--- src/rtl/led_grid_quadrant_refresh_encoder_assert.svh ---
// Assertion macros shared by the queue and back-end modules.
// Each macro expects a clock named clk and a reset named rst in scope.
`ifndef LED_GRID_QUADRANT_REFRESH_ENCODER_ASSERT_SVH
`define LED_GRID_QUADRANT_REFRESH_ENCODER_ASSERT_SVH

`ifndef SYNTHESIS
// Check a property outside reset.
`define LGQRE_ASSERT(lbl, prop, msg) \
  lbl: assert property (@(posedge clk) disable iff (rst) prop) else $error(msg);
// Check a property on every edge, reset included.
`define LGQRE_ASSERT_ALWAYS(lbl, prop, msg) \
  lbl: assert property (@(posedge clk) prop) else $error(msg);
`else
`define LGQRE_ASSERT(lbl, prop, msg)
`define LGQRE_ASSERT_ALWAYS(lbl, prop, msg)
`endif

`endif

--- src/rtl/lgqre_pkg.sv ---
package lgqre_pkg;

  localparam int LED_COUNT = 256;
  // LED store organized as half rows of eight LEDs
  localparam int HALF_ROW_COUNT = LED_COUNT / 8;
  localparam int ROW_AW = $clog2(HALF_ROW_COUNT);

  localparam logic [4:0] QUAD_SIDE = 5'd8;
  localparam logic [7:0] CMD_EXTENDED = 8'h14;
  localparam logic [7:0] CMD_SERIES = 8'h80;
  localparam logic [7:0] QUAD_ORIGIN_HI = 8'd8;

  localparam logic OP_WRITE = 1'b0;
  localparam logic OP_REFRESH = 1'b1;

  localparam logic PROTO_SERIES = 1'b0;
  localparam logic PROTO_EXTENDED = 1'b1;

  localparam logic [1:0] CFG_PROTOCOL = 2'd0;
  localparam logic [1:0] CFG_GRID_COLS = 2'd1;
  localparam logic [1:0] CFG_GRID_ROWS = 2'd2;

  typedef struct packed {
    logic       protocol;
    logic [4:0] grid_cols;
    logic [4:0] grid_rows;
  } cfg_t;

  // Classified item passed from front to back
  typedef struct packed {
    logic              refresh;
    logic [ROW_AW-1:0] row_addr;
    logic [2:0]        bit_sel;
    logic              on;
    logic [3:0]        quad_bit;
  } cmd_t;

  // Lowest pending quadrant
  function automatic logic [1:0] lowest_quad(input logic [3:0] mask);
    logic [1:0] q;
    q = 2'd3;
    if (mask[2]) q = 2'd2;
    if (mask[1]) q = 2'd1;
    if (mask[0]) q = 2'd0;
    return q;
  endfunction

endpackage

--- src/rtl/lgqre_front.sv ---
module lgqre_front (
  input  logic                clk,
  input  logic                rst,
  input  logic                in_valid,
  output logic                in_stall,
  input  logic                op,
  input  logic [3:0]          led_x,
  input  logic [3:0]          led_y,
  input  logic [7:0]          led_level,
  input  logic                q_full,
  output logic                push,
  output lgqre_pkg::cmd_t     push_cmd
);

  logic            fr_valid;
  lgqre_pkg::cmd_t fr_cmd;
  lgqre_pkg::cmd_t cmd_next;
  logic            accept;

  // Classify the incoming beat
  always_comb begin
    cmd_next.refresh  = (op == lgqre_pkg::OP_REFRESH);
    cmd_next.row_addr = {led_y, led_x[3]};
    cmd_next.bit_sel  = led_x[2:0];
    cmd_next.on       = (led_level != 8'd0);
    cmd_next.quad_bit = 4'b0001 << {led_y[3], led_x[3]};
  end

  assign in_stall = fr_valid && q_full;
  assign accept   = in_valid && !in_stall;
  assign push     = fr_valid && !q_full;
  assign push_cmd = fr_cmd;

  // Hold one classified item until the queue takes it
  always_ff @(posedge clk) begin
    if (rst) begin
      fr_valid <= 1'b0;
    end else if (accept) begin
      fr_valid <= 1'b1;
    end else if (push) begin
      fr_valid <= 1'b0;
    end
  end

  always_ff @(posedge clk) begin
    if (accept) begin
      fr_cmd <= cmd_next;
    end
  end

endmodule

--- src/rtl/lgqre_queue.sv ---
module lgqre_queue (
  input  logic                clk,
  input  logic                rst,
  input  logic                push,
  input  lgqre_pkg::cmd_t     push_cmd,
  output logic                full,
  input  logic                pop,
  output logic                head_valid,
  output lgqre_pkg::cmd_t     head
);

`include "led_grid_quadrant_refresh_encoder_assert.svh"

  lgqre_pkg::cmd_t entries [2];
  logic            wr_ptr;
  logic            rd_ptr;
  logic [1:0]      count;

  assign full       = (count == 2'd2);
  assign head_valid = (count != 2'd0);
  assign head       = entries[rd_ptr];

  // Advance pointers and occupancy
  always_ff @(posedge clk) begin
    if (rst) begin
      wr_ptr <= 1'b0;
      rd_ptr <= 1'b0;
      count  <= 2'd0;
    end else begin
      if (push) wr_ptr <= !wr_ptr;
      if (pop) rd_ptr <= !rd_ptr;
      case ({push, pop})
        2'b10:   count <= count + 2'd1;
        2'b01:   count <= count - 2'd1;
        default: count <= count;
      endcase
    end
  end

  always_ff @(posedge clk) begin
    if (push) begin
      entries[wr_ptr] <= push_cmd;
    end
  end

  `LGQRE_ASSERT_ALWAYS(a_count_range, (rst || count <= 2'd2), "queue occupancy out of range")
  `LGQRE_ASSERT(a_no_overflow, push |-> (count != 2'd2 || pop), "push into full queue")
  `LGQRE_ASSERT(a_no_underflow, pop |-> (count != 2'd0), "pop from empty queue")

endmodule

--- src/rtl/lgqre_back.sv ---
module lgqre_back (
  input  logic                clk,
  input  logic                rst,
  input  lgqre_pkg::cfg_t     cfg,
  input  logic                head_valid,
  input  lgqre_pkg::cmd_t     head,
  output logic                pop,
  output logic                out_valid,
  input  logic                out_stall,
  output logic [7:0]          tx_byte,
  output logic                last
);

`include "led_grid_quadrant_refresh_encoder_assert.svh"

  typedef enum logic [1:0] {
    ST_IDLE,
    ST_HDR,
    ST_ROW_ADDR,
    ST_ROW_OUT
  } state_t;

  state_t     state;
  logic [3:0] dirty;
  logic [3:0] pend;
  logic [1:0] cur;
  logic [1:0] hcnt;
  logic [2:0] rrow;

  // LED store: half rows with per-entry valid bits
  logic [7:0]                         mem [lgqre_pkg::HALF_ROW_COUNT];
  logic [lgqre_pkg::HALF_ROW_COUNT-1:0] row_valid;
  logic [7:0]                         rd_data;
  logic [lgqre_pkg::ROW_AW-1:0]       rd_addr;

  logic       can_load;
  logic       out_load;
  logic       do_write;
  logic       do_refresh;
  logic [3:0] allow;
  logic [3:0] start_pend;
  logic [3:0] rest;
  logic [7:0] hdr_byte;
  logic       hdr_done;
  logic       run_end;

  assign can_load   = !out_valid || !out_stall;
  assign out_load   = can_load && (state == ST_HDR || state == ST_ROW_OUT);
  assign pop        = (state == ST_IDLE) && head_valid;
  assign do_write   = pop && !head.refresh;
  assign do_refresh = pop && head.refresh;

  // Quadrants the grid size enables
  always_comb begin
    allow[0] = 1'b1;
    allow[1] = (cfg.grid_cols > lgqre_pkg::QUAD_SIDE);
    allow[2] = (cfg.grid_rows > lgqre_pkg::QUAD_SIDE);
    allow[3] = allow[1] && allow[2];
  end

  assign start_pend = dirty & allow;
  assign rest       = pend & ~(4'b0001 << cur);
  assign rd_addr    = {cur[1], rrow, cur[0]};
  assign run_end    = (rrow == 3'd7) && (rest == 4'd0);

  // Header byte for the current quadrant
  always_comb begin
    hdr_byte = lgqre_pkg::CMD_SERIES | {6'd0, cur};
    hdr_done = 1'b1;
    if (cfg.protocol == lgqre_pkg::PROTO_EXTENDED) begin
      hdr_done = (hcnt == 2'd2);
      case (hcnt)
        2'd0:    hdr_byte = lgqre_pkg::CMD_EXTENDED;
        2'd1:    hdr_byte = cur[0] ? lgqre_pkg::QUAD_ORIGIN_HI : 8'd0;
        default: hdr_byte = cur[1] ? lgqre_pkg::QUAD_ORIGIN_HI : 8'd0;
      endcase
    end
  end

  // Sequencer and output register
  always_ff @(posedge clk) begin
    if (rst) begin
      state     <= ST_IDLE;
      dirty     <= 4'd0;
      pend      <= 4'd0;
      cur       <= 2'd0;
      hcnt      <= 2'd0;
      rrow      <= 3'd0;
      out_valid <= 1'b0;
      last      <= 1'b0;
    end else begin
      // Raise valid on a new beat, drop it once the beat is taken
      if (out_load) begin
        out_valid <= 1'b1;
      end else if (!out_stall) begin
        out_valid <= 1'b0;
      end
      unique case (state)
        ST_IDLE: begin
          if (do_write) begin
            dirty <= dirty | head.quad_bit;
          end else if (do_refresh && start_pend != 4'd0) begin
            dirty <= dirty & ~start_pend;
            pend  <= start_pend;
            cur   <= lgqre_pkg::lowest_quad(start_pend);
            hcnt  <= 2'd0;
            state <= ST_HDR;
          end
        end
        ST_HDR: begin
          if (can_load) begin
            tx_byte   <= hdr_byte;
            last      <= 1'b0;
            if (hdr_done) begin
              rrow  <= 3'd0;
              state <= ST_ROW_ADDR;
            end else begin
              hcnt <= hcnt + 2'd1;
            end
          end
        end
        ST_ROW_ADDR: begin
          state <= ST_ROW_OUT;
        end
        ST_ROW_OUT: begin
          if (can_load) begin
            tx_byte   <= rd_data;
            last      <= run_end;
            if (rrow == 3'd7) begin
              pend <= rest;
              if (rest == 4'd0) begin
                state <= ST_IDLE;
              end else begin
                cur   <= lgqre_pkg::lowest_quad(rest);
                hcnt  <= 2'd0;
                state <= ST_HDR;
              end
            end else begin
              rrow  <= rrow + 3'd1;
              state <= ST_ROW_ADDR;
            end
          end
        end
        default: state <= ST_IDLE;
      endcase
    end
  end

  // Track which half rows hold written data
  always_ff @(posedge clk) begin
    if (rst) begin
      row_valid <= '0;
    end else if (do_write) begin
      row_valid[head.row_addr] <= 1'b1;
    end
  end

  // Write one LED; a fresh half row starts from all off
  always_ff @(posedge clk) begin
    if (do_write) begin
      if (row_valid[head.row_addr]) begin
        mem[head.row_addr][head.bit_sel] <= head.on;
      end else begin
        mem[head.row_addr] <= {7'd0, head.on} << head.bit_sel;
      end
    end
  end

  // Registered read of one row byte
  always_ff @(posedge clk) begin
    if (state == ST_ROW_ADDR) begin
      rd_data <= row_valid[rd_addr] ? mem[rd_addr] : 8'd0;
    end
  end

  `LGQRE_ASSERT(a_hdr_pending, (state == ST_HDR) |-> (pend != 4'd0), "header with no quadrant pending")
  `LGQRE_ASSERT(a_last_ends_run, (state == ST_ROW_OUT && can_load && run_end) |=> (state == ST_IDLE && last && out_valid), "final row byte did not close the run")
  `LGQRE_ASSERT(a_no_pop_busy, pop |-> (state == ST_IDLE), "queue popped while a refresh is running")

endmodule

--- src/rtl/led_grid_quadrant_refresh_encoder.sv ---
// Channel   Handshake              Payload
// in        in_valid / in_stall    op, led_x, led_y, led_level
// out       out_valid / out_stall  tx_byte, last
// cfg       cfg_we                 cfg_addr, cfg_wdata
//
// The back end stores a write when idle; front and two-entry queue stream writes at one per
// cycle while no refresh runs. A refresh sends, per quadrant, a 3-byte (extended) or 1-byte
// (series) header and 8 row bytes, each read then output on the single store read port.
// Reset clears the dirty flags and 32 half-row valid bits directly; no clearing pass.
// A stalled output holds the sequencer; the front keeps accepting until the queue fills.
module led_grid_quadrant_refresh_encoder (
  input  logic       clk,
  input  logic       rst,
  input  logic       cfg_we,
  input  logic [1:0] cfg_addr,
  input  logic [4:0] cfg_wdata,
  input  logic       in_valid,
  output logic       in_stall,
  input  logic       op,
  input  logic [3:0] led_x,
  input  logic [3:0] led_y,
  input  logic [7:0] led_level,
  output logic       out_valid,
  input  logic       out_stall,
  output logic [7:0] tx_byte,
  output logic       last
);

  lgqre_pkg::cfg_t cfg;
  lgqre_pkg::cmd_t push_cmd;
  lgqre_pkg::cmd_t head;
  logic            push;
  logic            q_full;
  logic            pop;
  logic            head_valid;

  // Configuration registers
  always_ff @(posedge clk) begin
    if (rst) begin
      cfg.protocol  <= lgqre_pkg::PROTO_EXTENDED;
      cfg.grid_cols <= 5'd0;
      cfg.grid_rows <= 5'd0;
    end else if (cfg_we) begin
      unique case (cfg_addr)
        lgqre_pkg::CFG_PROTOCOL:  cfg.protocol  <= cfg_wdata[0];
        lgqre_pkg::CFG_GRID_COLS: cfg.grid_cols <= cfg_wdata;
        lgqre_pkg::CFG_GRID_ROWS: cfg.grid_rows <= cfg_wdata;
        default: ;
      endcase
    end
  end

  lgqre_front u_front (
    .clk       (clk),
    .rst       (rst),
    .in_valid  (in_valid),
    .in_stall  (in_stall),
    .op        (op),
    .led_x     (led_x),
    .led_y     (led_y),
    .led_level (led_level),
    .q_full    (q_full),
    .push      (push),
    .push_cmd  (push_cmd)
  );

  lgqre_queue u_queue (
    .clk        (clk),
    .rst        (rst),
    .push       (push),
    .push_cmd   (push_cmd),
    .full       (q_full),
    .pop        (pop),
    .head_valid (head_valid),
    .head       (head)
  );

  lgqre_back u_back (
    .clk        (clk),
    .rst        (rst),
    .cfg        (cfg),
    .head_valid (head_valid),
    .head       (head),
    .pop        (pop),
    .out_valid  (out_valid),
    .out_stall  (out_stall),
    .tx_byte    (tx_byte),
    .last       (last)
  );

endmodule

--- config.mk ---
export PLATFORM = sky130hd
export DESIGN_NAME = led_grid_quadrant_refresh_encoder
export DESIGN_NICKNAME = d
export VERILOG_FILES = /design/src/rtl/lgqre_pkg.sv /design/src/rtl/lgqre_front.sv /design/src/rtl/lgqre_queue.sv /design/src/rtl/lgqre_back.sv /design/src/rtl/led_grid_quadrant_refresh_encoder.sv
export VERILOG_INCLUDE_DIRS = /design/src /design/src/rtl
export SDC_FILE = /design/constraint.sdc
export NUM_CORES = 1
export LEC_CHECK = 0
export BUFFER_PORTS_ARGS = -buffer_cell sky130_fd_sc_hd__buf_2
export CAP_MARGIN = 20
export CORE_MARGIN = 4
export CORE_UTILIZATION = 60
export CTS_BUF_LIST = sky130_fd_sc_hd__clkbuf_8
export DETAILED_ROUTE_END_ITERATION = 8
export GPL_ROUTABILITY_DRIVEN = 0
export HOLD_SLACK_MARGIN = 0.02
export PLACE_DENSITY_LB_ADDON = 0.25
export SLEW_MARGIN = 5
export SYNTH_ARGS = -nofsm -noshare
export SYNTH_HDL_FRONTEND = slang
export SYNTH_SLANG_ARGS = --single-unit
--- constraint.sdc ---
create_clock -name clk -period 4.4 [get_ports clk]
set_clock_uncertainty 0.05 [all_clocks]
set_input_delay 0.88 -clock clk [delete_from_list [all_inputs] [get_ports clk]]
set_output_delay 0.88 -clock clk [all_outputs]
set_load 0.03 [all_outputs]
### Word level (Yosys, flattened, before mapping)

Memories as Yosys holds them, arrays and structs flattened. A register that Yosys moved wholly into a read port is not among the register bits.
Index checks and enable logic that the tools add are counted.
Widths: inputs -> output; s select.

* add/sub/neg operators: 4
* order comparisons: 7
* equal/unequal tests: 21
* shifts and indexed selects: 3
* muxes and demuxes: 82
* bitwise logic cells: 16
* reductions and logical operators: 46

Operator list (count)
* $mux 2: 22
* $mux 4: 8
* $mux 8: 4
* $or 32x32->32: 1
* $pmux 8 s2: 2
* $mux 1: 31
* $reduce_and 5->1: 3
* $and 4x4->4: 3
* $eq 2x2->1 const B: 6
* $logic_and 1x1->1: 12
* $lt 5x6->1 const B: 2
* $mux 3: 4
* $ne 2x2->1 const B: 6
* $reduce_bool 2->1: 6
* $bmux 1 s5: 2
* $gt 5x4->1 const B: 2
* $eq 2x1->1 const B: 4
* $logic_not 1->1: 8
* $ne 2x1->1 const B: 4
* $not 4->4: 2
* $or 1x1->1: 8
* $pmux 2 s2: 2
* $pmux 2 s4: 1
* $pmux 4 s2: 1
* 27 further kinds: 35

* register bits after elaboration: 89
* memory bits (writable): 284
* input bits: 29
* output and inout bits: 11
* word-level logic and storage cells: 203
* memories: 2

Memories
* u_back.mem: words 32, width 8, read ports 1, clocked after Yosys merged registers in 1, wr ports 1, line lgqre_back.sv:31 `logic [7:0] mem [lgqre_pkg::HALF_ROW_COUNT];`
* u_queue.entries: words 2, width 14, read ports 1, clocked after Yosys merged registers in 1, wr ports 1, line lgqre_queue.sv:14 `lgqre_pkg::cmd_t entries [2];`

### Depth between registers and ports, before layout

Gate-level depths: netlist (run 1).

* depth after elaboration: 10
* mapped depth: 10
* depth with buffers taken out: 7

### Cells and area by module

From an unflattened synthesis (run 1), not the netlist that was laid out.

* cells, all modules: 1304
* area, all modules: 16777.3 sq um

By module, submodules not included
* lgqre_back: instances 1, cells an instance 1166, area an instance 14570.2 sq um, seq. area each 9188.8 sq um
* lgqre_queue: instances 1, cells an instance 65, area an instance 1211.2 sq um, seq. area each 940.9 sq um
* lgqre_front: instances 1, cells an instance 27, area an instance 506.7 sq um, seq. area each 440.4 sq um
* led_grid_quadrant_refresh_encoder: instances 1, cells an instance 46, area an instance 489.2 sq um, seq. area each 220.2 sq um

### Worst setup path after synthesis (run 1)

Ideal clock, no wire load.

* kind: register to register
* start: register with a tool-made name
* end: memory u_back.mem[0][6] (data pin)
* library setup time: 0.397 ns
* data arrival time: 3.048 ns
* data required time: 3.953 ns
* path slack: 0.904 ns
* stages on the path, launching flop included: 9
* path buffers: 2
* period minus slack after synthesis: 3.496 ns
* cell sequence: dfxtp_1 > buf_2 > mux2_2 > a21oi_1 > o41a_1 > a2111oi_4 > and2_0 > clkbuf_1 > a41oi_1

RTL lines (line)
* end, declared: lgqre_back.sv:31

==> results_dict.tcl, run 1 <==
set metrics [dict create \
    syn_nets 1271 \
    setup-tns-final_ns 0 \
    synth.distinct_cells 60 \
    fillCellCount 1949 \
    critPathLaunchType "flop" \
    grt_max_degree 70 \
    rrSetupSlack_ns 0.68 \
    totalWireLength_um 40100 \
    die_area_um2 30500 \
    grt_setup_unrepaired "false" \
    p_per_area_nw_per_um2 447 \
    coreArea_um2 27200 \
    crit_path_max_incr_delay_ns 0.83 \
    power_leakage_nw 6.66 \
    crit_chain "buf_4, mux2_2, nor4_2, nand2_1, nor2_1" \
    grtUsageTotal_pct 26.7 \
    internal_power_mw 6.06 \
    critPathMaxFanout 17 \
    h-tree-depth 2 \
    syn-instance-count 1236 \
    p_total_mw 8.29 \
    status "complete, no violations" \
    area_growth_pct 11.0 \
    cts.clk_slew.worst_paths_ns 0.06 \
    cts_tree "yes" \
    drive_gt1_share_pct 20.0 \
    layout_commonest_cell "edfxtp_1" \
    wire_per_inst_um 23.4 \
    worstPathArrival_ns 3.94 \
    p_switching_mw 2.22 \
    dp_hpwl_um 24200 \
    hold_viol_final 0 \
    cp_slowest_cell "nand2_1" \
    antenna_found_initial 0 \
    syn-cell-area_um2 16700 \
    drtAntennaViolNets 0 \
    endpoint "u_back.mem[25][0]" \
    cts.sinks 382 \
    dr.pass1.iters 6 \
    hold_class "reg2reg" \
    critical_path.endpoint_type "flop" \
    first_global_vias 10600 \
    post-place-ws_ns 0.637 \
    nNetsFinal 1336 \
    clk_latency_ns 0.62 \
    synth_edf_count 314 \
    num_antenna_cells 0 \
    setup_ws_ns 0.683 \
    r2r-end "u_back.mem[25][0]" \
    power_frac_comb_pct 14.6 \
    synthArstFlopShare_pct 0 \
    critPathTopFamily "simple AND/OR/NAND/NOR gates" \
    sw_frac_of_total_pct 26.8 \
    cts-root-buf "clkbuf_8" \
    synth_top_area_share_pct 56.5 \
    cp.buffers_inverters 1 \
    worstPathRequired_ns 4.62 \
    cp.depth 5 \
    fmax_mhz 269 \
    dpl_cell_area_um2 17400 \
    cts_made_buffers 59 \
    initial_utilization_pct 61.4 \
    timing.final.crit_period_ns 3.72 \
    p_clk_share_pct 31.7 \
    vias 10800 \
    cap_viol_max_count 0 \
    fp.dieH_um 175 \
    overflow 0 \
    drt_iter0_drc 1494 \
    worst_slew_pin_slew_ns 0.971 \
    drc_errors 0 \
    period_share_pct 84.5 \
    grt_pass1_wl_um 62200 \
    pwr-share-seq_pct 53.7 \
    path_class "reg2reg" \
    layout_common_cells "edfxtp_1 (314), nor2_1 (305), mux4_2 (92), nand2_1 (78), dfxtp_1 (66)" \
    portBuffers 39 \
    synthFlopType "edfxtp_1" \
    max-slew-margin-rel_pct 34.7 \
    synth_top_area_cell "edfxtp_1" \
    viasPerCell 6.29 \
    synth_warnings 0 \
    ir_worst_vdd_v 0.000255 \
    rows 60 \
    clockBufferDepth 3 \
    final-setup-viol-count 0 \
    avgSynthCellArea_um2 13.5 \
    design_area_um2 18500 \
    io_pins 40 \
    drv_slew 0 \
    dieWidth_um 175 \
    ys_seq_elements 382 \
    ctsResizeCount 0 \
    reg2reg_depth 5 \
    ctsHoldBuffers 0 \
    synth_area_leaders "edfxtp_1 (57%), mux4_2 (12%), dfxtp_1 (8.2%)" \
    cts_setup_buffers 0 \
    ys_seq_area_share_pct 64.7 \
]
## worst reg2reg max path: stages (launching register included)
cell	delay, ns
dfxtp_1	0.71
buf_4	0.27
mux2_2	0.41
nor4_2	0.74
nand2_1	0.84
nor2_1	0.37
## state kept, by name, indices dropped and copies added, names as in the netlist, 4 cells and up, named ones only
register	cells
u_back.dirty	4
cfg	11
u_front.push_cmd	14
u_back.rd_data	8
u_back.mem	256
u_back.row_valid	32
u_back.tx_byte	8
u_back.pend	4
u_queue.entries	28
## layout make-up
class                           instances  area [µm²]  area share, %
Clock buffer                           60         826           4.46
Clock inverter                         42         195           1.05
Sequential cell                       382       10800           58.3
Tap cell                              372         465           2.51
Inverter                               38         143          0.770
Timing Repair Buffer                   76         508           2.74
Multi-Input combinational cell        744        5600           30.2
## cell usage after synthesis (6+ instances only)
master,count
a21oi_1,65
a32oi_1,9
a41oi_1,10
buf_1,7
buf_2,26
clkbuf_1,38
dfxtp_1,68
edfxtp_1,314
ha_1,6
inv_1,38
mux2_2,9
mux2i_1,22
mux4_2,92
nand2_1,78
nand3_1,6
nor2_1,305
nor2b_1,10
nor3_1,12
nor3b_1,6
o21a_1,7
o21ai_0,18
## cell families (layout without fill, tap and decap cells)
group,count (synthesis),after routing,synth area share [%]
simple gates,460,460,11.7
flops,382,382,64.7
compound gates,150,150,5.84
mux,124,124,14.4
buf+inv,110,216,2.69
fa+ha+maj,6,6,0.450
xor+xnor,4,4,0.210
## per-stage QoR
step,instances,hold slack [ns],utilization [%]
detailed placement,1608,0.379,64.2
CTS,1710,0.374,67.9
global route,1714,0.375,68.2
floorplan,1236,0.371,-
global placement,1606,0.375,64.1
finish,1714,0.391,68.2
## worst min-delay path by stage
stage | startpoint | end | depth (start not counted)
final | u_front.push_cmd[3] | u_queue.entries[0][3] | 0
after global routing | led_y[0] | u_front.push_cmd[9] | 1
after CTS | led_x[2] | u_front.push_cmd[7] | 1
after detailed placement | u_front.push_cmd[4] | u_queue.entries[0][4] | 0
after global placement | u_front.push_cmd[7] | u_queue.entries[0][7] | 0
after floorplan | u_front.push_cmd[0] | u_queue.entries[0][0] | 0
## routing by layer
metal / GRT usage, % / part of all wire (%) / up-vias
li1: - / - / 4736
met1: 37.0 / 38 / 5321
met2: 42.8 / 48 / 607
met3: 5.37 / 10 / 115
met4: 9.66 / 3.7 / 0
met5: 0 / 0 / -
## power groups by stage
stage	clock [mW]	sequential, mW	combinational [mW]
3_5_place_dp	0	4.54	1.15
5_1_grt	2.82	4.47	1.33
3_3_place_gp	0	4.54	1.09
4_1_cts	2.65	4.47	1.15
6_report	2.62	4.45	1.21
2_1_floorplan	0	4.50	0.773
Power figures use the tool's default switching activity.
==> inputs of run 2 (changes only) <==
--- a/config.mk
+++ b/config.mk
@@ -9,7 +9,7 @@
 export BUFFER_PORTS_ARGS = -buffer_cell sky130_fd_sc_hd__buf_2
 export CAP_MARGIN = 20
 export CORE_MARGIN = 4
-export CORE_UTILIZATION = 60
+export CORE_UTILIZATION = 59
 export CTS_BUF_LIST = sky130_fd_sc_hd__clkbuf_8
 export DETAILED_ROUTE_END_ITERATION = 8
 export GPL_ROUTABILITY_DRIVEN = 0
==> constraint.sdc (replaced) <==
create_clock -name clk -period 3 [get_ports clk]
set_clock_uncertainty 0.05 [all_clocks]
set_input_delay 0.6 -clock clk [delete_from_list [all_inputs] [get_ports clk]]
set_output_delay 0.6 -clock clk [all_outputs]
set_load 0.03 [all_outputs]
==> run 2 against run 1 <==
  * Clock power up 50%
  * Final cell count increased by 1.7%
  * Power rose by 51%
  * Highest routed layer unchanged
  * Worst setup slack worse by 0.56 ns
  * Register-to-register slack worse by 0.56 ns
  * Global-route usage down 1.5 points
  * Via count is 0.45% lower
==> results_dict.tcl, run 2 (synthesis gave the netlist of run 1 again) <==
set metrics [dict create \
    power_frac_comb_pct 16.6 \
    cts-root-buf "clkbuf_8" \
    cts.sinks 382 \
    dp_cells 1632 \
    portBuffers 39 \
    setup-tns-final_ns 0 \
    drv_slew 0 \
    rows 61 \
    critical_path.endpoint_type "flop" \
    path_class "reg2reg" \
    coreArea_um2 27900 \
    viasPerCell 6.16 \
    setup_ws_ns 0.126 \
    status "complete, no violations" \
    reg_top3 "u_back.mem x256, u_back.row_valid x32, u_queue.entries x28" \
    num_antenna_cells 0 \
    worst_slew_pin_slew_ns 0.783 \
    internal_power_mw 9.14 \
    drt_iter0_drc 1230 \
    first_global_vias 10600 \
    grt_max_degree 46 \
    nNetsFinal 1353 \
    cts_tree "yes" \
    worstPathRequired_ns 3.23 \
    p_per_area_nw_per_um2 656 \
    io_pins 40 \
    max-slew-margin-rel_pct 47.7 \
    crit_chain "and3b_1, o21a_1, o41a_1, a2111oi_4, buf_4, a32oi_2, buf_12, nor2_1" \
    final-setup-viol-count 0 \
    grt_setup_unrepaired "false" \
    pwr-share-seq_pct 52.0 \
    p_total_mw 12.5 \
    sw_frac_of_total_pct 26.9 \
    fp.dieH_um 176 \
    post-place-ws_ns 0.0581 \
    grtUsageMet2_pct 40.5 \
    dr.pass1.iters 6 \
    reg2reg_depth 8 \
    dp_hpwl_um 24700 \
    p_clk_share_pct 31.4 \
    area_growth_pct 14.1 \
    grt_pass1_wl_um 59800 \
    layout_common_cells "edfxtp_1 (314), nor2_1 (305), mux4_2 (92), nand2_1 (78), dfxtp_1 (66)" \
    initial_utilization_pct 59.9 \
    p_switching_mw 3.36 \
    drc_errors 0 \
    totalWireLength_um 38500 \
    critPathMaxFanout 32 \
    fin_cells 1743 \
    h-tree-depth 2 \
    fmax_mhz 348 \
    vias 10700 \
    worstPathArrival_ns 3.10 \
    antenna_found_initial 0 \
    period_share_pct 95.8 \
    cts.clk_slew.worst_paths_ns 0.06 \
    clk_latency_ns 0.60 \
    top_register "u_back.mem" \
    hold_viol_final 0 \
    ir_worst_vdd_v 0.000502 \
    clockBufferDepth 3 \
    grtUsageTotal_pct 25.1 \
    cp_slowest_cell "edfxtp_1" \
    drive_gt1_share_pct 21.7 \
    grt_busiest_layer "met2" \
    drtAntennaViolNets 0 \
    timing.final.crit_period_ns 2.87 \
    layout_commonest_cell "edfxtp_1" \
    critPathLaunchType "flop" \
    wire_per_inst_um 22.1 \
    rrSetupSlack_ns 0.13 \
    crit_path_max_incr_delay_ns 0.54 \
    dpl_cell_area_um2 17900 \
    design_area_um2 19000 \
    hold_class "in2reg" \
    grtUsageMet3_pct 4.37 \
    largest_reg_flops 256 \
    grtUsageMet1_pct 35.5 \
    cts_made_buffers 59 \
    cap_viol_max_count 0 \
    overflow 0 \
    fillCellCount 1957 \
    die_area_um2 31000 \
    dieWidth_um 176 \
    power_leakage_nw 6.88 \
    hold_path_depth 1 \
]
==> run 2: power groups by stage <==
stage | logic, mW | clock network (mW) | registers, mW
after floorplan | 1.23 | 0 | 6.57
after global placement | 1.99 | 0 | 6.60
after detailed placement | 2.05 | 0 | 6.61
after CTS | 2.05 | 4.00 | 6.50
after global routing | 2.25 | 4.25 | 6.51
final | 2.08 | 3.93 | 6.50
==> run 2: layer usage <==
layer / part of all wire, % / wire length (µm)
met2: 49 / 19000
met5: 0 / 0
met3: 8.5 / 3280
met1: 39 / 15200
met4: 2.8 / 1060
==> run 2: area by class of cell <==
class	count	area, µm²	area share, %
clock inverters	46	213	1.12
flip-flops and latches	382	10800	56.7
clock buffers	62	853	4.48
repair buffers	93	876	4.60
well taps	378	473	2.48
inverters	38	143	0.749
multi-input cells	744	5690	29.9
==> run 2: worst max-delay path, delay by kind of cell, from the launching register on <==
kind / cells / cell delay (ns)
compound gates: 4 / 1.06
buf+inv: 2 / 0.47
simple gates: 2 / 0.42
flops: 1 / 0.54
==> run 2: metrics by stage <==
step,utilization (%),hold WS (ns)
floorplan,-,0.371
global placement,64.4,0.372
detailed placement,64.4,0.381
CTS,68.3,0.0826
global route,68.4,0.0950
finish,68.4,0.122
==> run 2: worst paths after layout <==
path                          from                      to
min                             op    u_front.push_cmd[13]
min reg2reg   u_front.push_cmd[11]  u_queue.entries[1][11]
max          u_queue.entries[1][8]       u_back.mem[29][3]
max reg2reg  u_queue.entries[1][8]       u_back.mem[29][3]
==> run 2: repair_timing <==
item                                    4_1_cts  5_1_grt
hold buffers                                  0        0
endpoints found under the setup margin        0      300
gates resized for setup                       0        1
setup buffers                                 0        3
